## src/rtl/nsm_pkg.sv

```systemverilog
package nsm_pkg;

	// stream payload layout
	localparam int ENTRY_W     = 7;
	localparam int ELEM_W      = 16;
	localparam int FIELD_COUNT = 7;
	localparam int IN_TDATA_W  = 120;
	localparam int IDENT_W     = 8;
	localparam int DIST_W      = 35;
	localparam int OUT_TDATA_W = 48;
	localparam int OUT_PAD_W   = OUT_TDATA_W - IDENT_W - DIST_W;

	// configuration port
	localparam int LEN_W      = 3;
	localparam int COUNT_W    = 8;
	localparam int CFG_IDX_W  = 2;
	localparam int CFG_DATA_W = 35;

	localparam logic [CFG_IDX_W-1:0] REG_SIG_LEN   = 2'd0;
	localparam logic [CFG_IDX_W-1:0] REG_ENT_COUNT = 2'd1;
	localparam logic [CFG_IDX_W-1:0] REG_THRESH    = 2'd2;

	localparam logic [LEN_W-1:0]   SIG_LEN_RST   = 3'd5;
	localparam logic [COUNT_W-1:0] ENT_COUNT_RST = 8'd32;
	localparam logic [DIST_W-1:0]  THRESH_RST    = 35'd6039798;

	localparam logic [DIST_W-1:0] DIST_MAX = {DIST_W{1'b1}};

	// item kinds carried on s_tuser
	localparam logic MODE_LOAD  = 1'b0;
	localparam logic MODE_QUERY = 1'b1;

	typedef struct packed {
		logic valid;
		logic last;
	} dist_ctl_t;

endpackage

```

## src/rtl/nsm_dist.sv

```systemverilog
module nsm_dist #(
	parameter int LANES      = 7,
	parameter int VALUE_BITS = 16
) (
	input  logic                          clk,
	input  logic                          arst_n,
	input  nsm_pkg::dist_ctl_t            in_ctl,
	input  logic [LANES*VALUE_BITS-1:0]   row_data,
	input  logic [LANES*VALUE_BITS-1:0]   query,
	input  logic [nsm_pkg::LEN_W-1:0]     sig_len,
	output nsm_pkg::dist_ctl_t            out_ctl,
	output logic [nsm_pkg::DIST_W-1:0]    dist_sq
);

	import nsm_pkg::*;

	localparam int SQ_W   = 2 * VALUE_BITS;
	localparam int PAIRS  = (LANES + 1) / 2;
	localparam int PAIR_W = SQ_W + 1;
	localparam int SUM_W  = PAIR_W + ((PAIRS > 1) ? $clog2(PAIRS) : 0) + 1;
	localparam int CMP_W  = (SUM_W > DIST_W) ? SUM_W : DIST_W;

	logic [VALUE_BITS-1:0] diff [LANES];
	logic [SQ_W-1:0]       sq_pad [2*PAIRS];
	logic [PAIR_W-1:0]     pair_d [PAIRS];
	logic [CMP_W-1:0]      sum_d;

	logic [SQ_W-1:0]       sq_s2 [LANES];
	logic [PAIR_W-1:0]     pair_s3 [PAIRS];
	logic [DIST_W-1:0]     dist_s4;
	dist_ctl_t             ctl_s2, ctl_s3, ctl_s4;

	// absolute difference per lane, lanes past the length count as zero
	always_comb begin
		logic [VALUE_BITS-1:0] a, b;
		for (int k = 0; k < LANES; k++) begin
			a = query[k*VALUE_BITS +: VALUE_BITS];
			b = row_data[k*VALUE_BITS +: VALUE_BITS];
			diff[k] = (a >= b) ? (a - b) : (b - a);
			if (k >= int'(sig_len)) begin
				diff[k] = '0;
			end
		end
	end

	always_comb begin
		for (int k = 0; k < 2*PAIRS; k++) begin
			sq_pad[k] = (k < LANES) ? sq_s2[(k < LANES) ? k : 0] : '0;
		end
		for (int p = 0; p < PAIRS; p++) begin
			pair_d[p] = PAIR_W'(sq_pad[2*p]) + PAIR_W'(sq_pad[2*p+1]);
		end
	end

	always_comb begin
		sum_d = '0;
		for (int p = 0; p < PAIRS; p++) begin
			sum_d = sum_d + CMP_W'(pair_s3[p]);
		end
	end

	always_ff @(posedge clk or negedge arst_n) begin
		if (!arst_n) begin
			ctl_s2 <= '0;
			ctl_s3 <= '0;
			ctl_s4 <= '0;
		end else begin
			ctl_s2 <= in_ctl;
			ctl_s3 <= ctl_s2;
			ctl_s4 <= ctl_s3;
		end
	end

	always_ff @(posedge clk) begin
		for (int k = 0; k < LANES; k++) begin
			sq_s2[k] <= SQ_W'(diff[k]) * SQ_W'(diff[k]);
		end
		for (int p = 0; p < PAIRS; p++) begin
			pair_s3[p] <= pair_d[p];
		end
		// saturate at the top of the distance range
		dist_s4 <= (sum_d > CMP_W'(DIST_MAX)) ? DIST_MAX : DIST_W'(sum_d);
	end

	assign out_ctl = ctl_s4;
	assign dist_sq = dist_s4;

endmodule

```

## config.mk

```make
export PLATFORM = sky130hd
export DESIGN_NAME = nsm_dist
export DESIGN_NICKNAME = d
export VERILOG_FILES = /design/src/rtl/nsm_pkg.sv /design/src/rtl/nsm_dist.sv
export SDC_FILE = /design/constraint.sdc
export NUM_CORES = 2
export LEC_CHECK = 0
export ABC_CLOCK_PERIOD_IN_PS = 4900
export BUFFER_PORTS_ARGS = -buffer_cell sky130_fd_sc_hd__buf_4
export CORE_ASPECT_RATIO = 1.5
export CORE_MARGIN = 2
export CORE_UTILIZATION = 37
export CTS_CLUSTER_DIAMETER = 200
export DETAILED_ROUTE_END_ITERATION = 16
export HOLD_SLACK_MARGIN = 0.06
export SKIP_LAST_GASP = 1
export SLEW_MARGIN = 20
export SYNTH_ARGS = -nofsm -noshare
export SYNTH_HDL_FRONTEND = slang
export SYNTH_SLANG_ARGS = --single-unit
```

## constraint.sdc

```tcl
create_clock -name clk -period 4.9 [get_ports clk]
set_input_delay 1.47 -clock clk [delete_from_list [all_inputs] [get_ports clk]]
set_output_delay 1.47 -clock clk [all_outputs]
set_load 0.03 [all_outputs]
```

# Word-level counts from Yosys, hierarchy flattened
# Memory sizes are Yosys's and may differ from the RTL's.
# Cells that the tools add are included.
op_classes:
  mul: 7
  addsub: 20
  order_cmp: 15
  n_mux: 14
ops:
  columns: ["operator", "n"]
  rows:
  - ["$mul A16 B16 Y32", 7]
  - ["$mux W16", 14]
  - ["$sub A16 B16 Y16", 14]
  - ["$ge A16 B16 Y1", 7]
  - ["$add A32 B32 Y33", 3]
  - ["$add A35 B33 Y36", 1]
  - ["$gt A36 B35 Y1 const B", 1]
  - ["$add A34 B33 Y35", 1]
  - ["$add A33 B33 Y34", 1]
  - ["$ge A3 B3 Y1 const A", 3]
  - ["$ge A1 B3 Y1 const A", 2]
  - ["$ge A2 B3 Y1 const A", 2]
totals:
  ramBits: 356
  output_inout_bits: 37
  wordCells: 65
  reg_bits: 41
  mem_count: 2
  in_bits: 231
memory_table:
  columns: ["name", "words", "width", "read_ports", "rd_ports_with_merged_regs", "wr", "line", "rtl"]
  rows:
  - ["sq_s2", 7, 32, 7, 0, 7, "nsm_dist.sv:28", "logic [SQ_W-1:0] sq_s2 [LANES];"]
  - ["pair_s3", 4, 33, 4, 0, 4, "nsm_dist.sv:29", "logic [PAIR_W-1:0] pair_s3 [PAIRS];"]

# Longest topological paths before layout
# An unclocked memory read counts as a cell.
depth:
  word_depth: 5
  ltp_mapped: 42
  depth_no_buf: 38

# Worst setup path before layout
# No wires, ideal clock.
synth_path:
  path_type: "input -> register"
  startpoint: "input port query[80]"
  endpoint: "memory sq_s2[5][29] (netlist name)"
  setup_ps: 64
  path_stages: 38
  path_buffers: 3
  arrival_time_ps: 9775
  setup_slack_ps: -4939
  cell_sequence: "inv_1 > ha_1 > inv_1 > fa_1 > a21o_1 > a221o_1 > a21oi_2 > a211o_1 > a21o_1 > buf_4 > buf_4 > mux2_2 > a21oi_1 > xnor2_1 > nand2_1 > inv_1 > buf_2 > nand2_1 > [... 2 more ...] > inv_1 > fa_1 > fa_1 > fa_1 > inv_1 > fa_1 > inv_1 > ha_1 > a21o_1 > a21o_1 > a2111oi_0 > nand3b_1 > nand3_1 > a211o_1 > o21ai_0 > a21oi_1 > or4b_2 > nand4_1"
synth_rtl:
  columns: ["element", "line", "rtl"]
  rows:
  - ["from (decl)", "nsm_dist.sv:9", "input logic [LANES*VALUE_BITS-1:0] query,"]
  - ["to (decl)", "nsm_dist.sv:28", null]

==> summary.txt <==
Die
  • Die Ht: 555.2 um
  • FP Rows: 202
  • Die area: 206200 um^2
  • IO Pins: 268
  • Core area: 201700 um^2
  • Initial Util: 0.3716
  • Die W: 371.5 um

Cells and area
  • Multi-input logic area: 65190 um^2
  • Reg area: 7797 um^2
  • Fillers: 18630
  • Synth-to-Final Area Change: 40.65%
  • Final cell count without fillers: 13520
  • Layout cells sized above 1: 0.3513
  • Fin nets: 13310

Hold path
  • Hold WC Path Type: reg2reg

Place
  • Port bufs: 267
  • DP Cell Count: 13200
  • Hpwl dp: 207600 um
  • GPL Wtd Cong: 0.9479
  • Pre-CTS setup slack: -5.046 ns

CTS
  • CTS tree: done
  • Clk sinks: 388
  • Worst skew pair latency: 0.61 ns
  • Total CTS buffers: 43
  • Clk slew on worst S/H paths: 0.06 ns
  • Root Driver: clkbuf_16
  • H-tree depth: 2
  • Clock Tree Buf Depth: 3

Timing
  • Relative slew slack: 0.3732
  • Final period util: 1.888
  • RSZ-0062 raised after global routing: true
  • Final setup violation count: 200
  • Final hold vios: 0
  • Measured slew at the worst slew-check pin: 0.9165 ns
  • Final WS setup: -4.350 ns
  • Hold Slack: 0.3249 ns
  • Worst clock skew: 0.03972 ns
  • Fmax: 108.1 MHz
  • Tmin final: 9.250 ns
  • Slew Limit Fails: 0

Logic synthesis
  • Top cell type's share of synthesized area: 0.3256
  • Post-Syn Area per Cell: 8.924 um^2
  • Most common cell in the netlist: inv_1
  • Leading cell types by count after synthesis: inv_1 (1843), fa_1 (1219), ha_1 (1023)
  • Synth cell types: 119
  • Top cells by area, synth: fa_1 (33%), ha_1 (17%), dfxtp_1 (10%)
  • Sequential area share after synthesis: 0.1040
  • Synth Cell Area: 74940 um^2
  • Syn Nets: 10870
  • Async S/R FF share, synth: 0.01546
  • Post-synth EDFFs: 0
  • YS warnings: 0
  • Synthesis-stage register bit count: 388
  • Largest area contributor in the netlist: fa_1
  • Syn Inst Count: 8398
  • Most common flop cell mapped by yosys: dfxtp_1

Drt
  • Avg WL per Cell: 17.41 um
  • DRC: 0
  • Routed via count: 65260
  • DR vias/cell: 4.826
  • Routed WL: 235500 um
  • 1st-pass router iterations: 5
  • Iteration-0 DRC Markers: 2300
  • Remaining antenna violation count: 0

Setup path
  • Startpoint class of the critical path: input pin
  • Arr. time, crit path: 9.75 ns
  • Crit path kind: in2reg
  • CP Max Fanout: 7
  • Worst Path Required: 5.40 ns
  • CP max stage cell: fa_1
  • CP max stage delay: 0.52 ns
  • Critical Path Most Common Cell: fa_1
  • CP Capture Type: register

Global routing
  • Total track usage: 0.2290
  • Vias in the first global route: 72890
  • Global-route wire length before repair: 374700 um
  • Largest net degree at the start of global routing: 20
  • GR Overflow Total: 0
  • Initial antenna violation count: 7

Flow run
  • Max_cap viols: 0

Run status
  • Failing checks: negative setup slack
  • Status: finished, violations left
==> final cells by class <==
type / instances / area share
tap: 2652 / 0.03148
multi-input combinational: 5946 / 0.6185
clock buffer: 48 / 0.01077
sequential: 388 / 0.07398
timing repair buffer: 2581 / 0.1932
clock inverter: 32 / 0.003680
inverter: 1873 / 0.06835
antenna: 4 / 0.00009497
==> per-stage QoR <==
step	setup TNS [ns]	util	area, um^2
after floorplan	-608.71	-	78600
after global placement	-761.51	0.4886	98540
after detailed placement	-774.88	0.4886	98540
after CTS	-628.18	0.5109	103000
after global routing	-679.23	0.5225	105400
final	-626.92	0.5226	105400
==> final timing paths <==
kind,from,to,slack (ns),cells past startpoint
setup reg to reg,pair_s3[2][0],dist_sq[31],0.03,14
min in group asynchronous,arst_n,ctl_s3[1],0.67,1
max in group asynchronous,arst_n,ctl_s2[0],4.12,1
setup / recovery,query[80],sq_s2[5][30],-4.35,37
hold / removal,sq_s2[6][5],pair_s3[3][5],0.32,0
hold reg to reg,sq_s2[6][5],pair_s3[3][5],0.32,0
==> cell usage in the layout (no fill, tap or decap), types with 80 or more instances in the layout <==
| cell type | Yosys | routed |
|---|---|---|
| a21o_1 | 236 | 236 |
| a21oi_1 | 371 | 260 |
| a21oi_2 | 3 | 102 |
| buf_4 | 14 | 2421 |
| buf_6 | 11 | 114 |
| dfxtp_1 | 382 | 382 |
| fa_1 | 1219 | 1145 |
| ha_1 | 1023 | 854 |
| ha_4 | 0 | 151 |
| inv_1 | 1843 | 1677 |
| inv_2 | 18 | 152 |
| nand2_1 | 672 | 556 |
| nand2_2 | 5 | 80 |
| nand2b_1 | 84 | 81 |
| nor2_1 | 595 | 516 |
| nor3_1 | 112 | 92 |
| o21ai_0 | 183 | 115 |
| xnor2_1 | 306 | 258 |
| xor2_1 | 136 | 120 |
==> kinds of logic after synthesis <==
family | synth area share
AO/OA/AOI/OAI | 0.1113
buffers and inverters | 0.1062
flip-flops | 0.1040
AND/OR/NAND/NOR | 0.1166
XOR/XNOR | 0.05409
multiplexers | 0.01137
adder cells (fa/ha/maj) | 0.4964
==> metal layers <==
metal	up-vias	wire [um]	GRT usage
li1	31370	-	-
met1	32190	86700	0.2461
met2	1152	129600	0.4511
met3	544	5707	0.01386
met4	6	13430	0.1021
met5	-	30	0
==> timing repair <==
item | CTS | global route
hold buffers | 0 | 0
gates resized for setup | 397 | 428
cloned | 5 | 1
pin swaps | 337 | 356
setup buffers | 159 | 108
endpoints found under the setup margin | 199 | 204
==> sequential cells by signal, summed over array words and instances, names as in the netlist <==
signal / flops
ctl_s3: 2
dist_sq: 35
pair_s3: 130
out_ctl: 2
sq_s2: 217
ctl_s2: 2
==> critical path, delay by kind of cell <==
family | cells | cell delay (ns)
AOI/OAI and AO/OA | 12 | 2.70
muxes | 1 | 0.31
xor gates and xnor gates | 1 | 0.12
adders and majority gates | 9 | 3.63
and+or+nand+nor | 5 | 0.84
buffers and inverters | 9 | 0.66
Power is not shown: default switching activity piles up to over one toggle a cycle in this logic, so the estimate is an artifact.
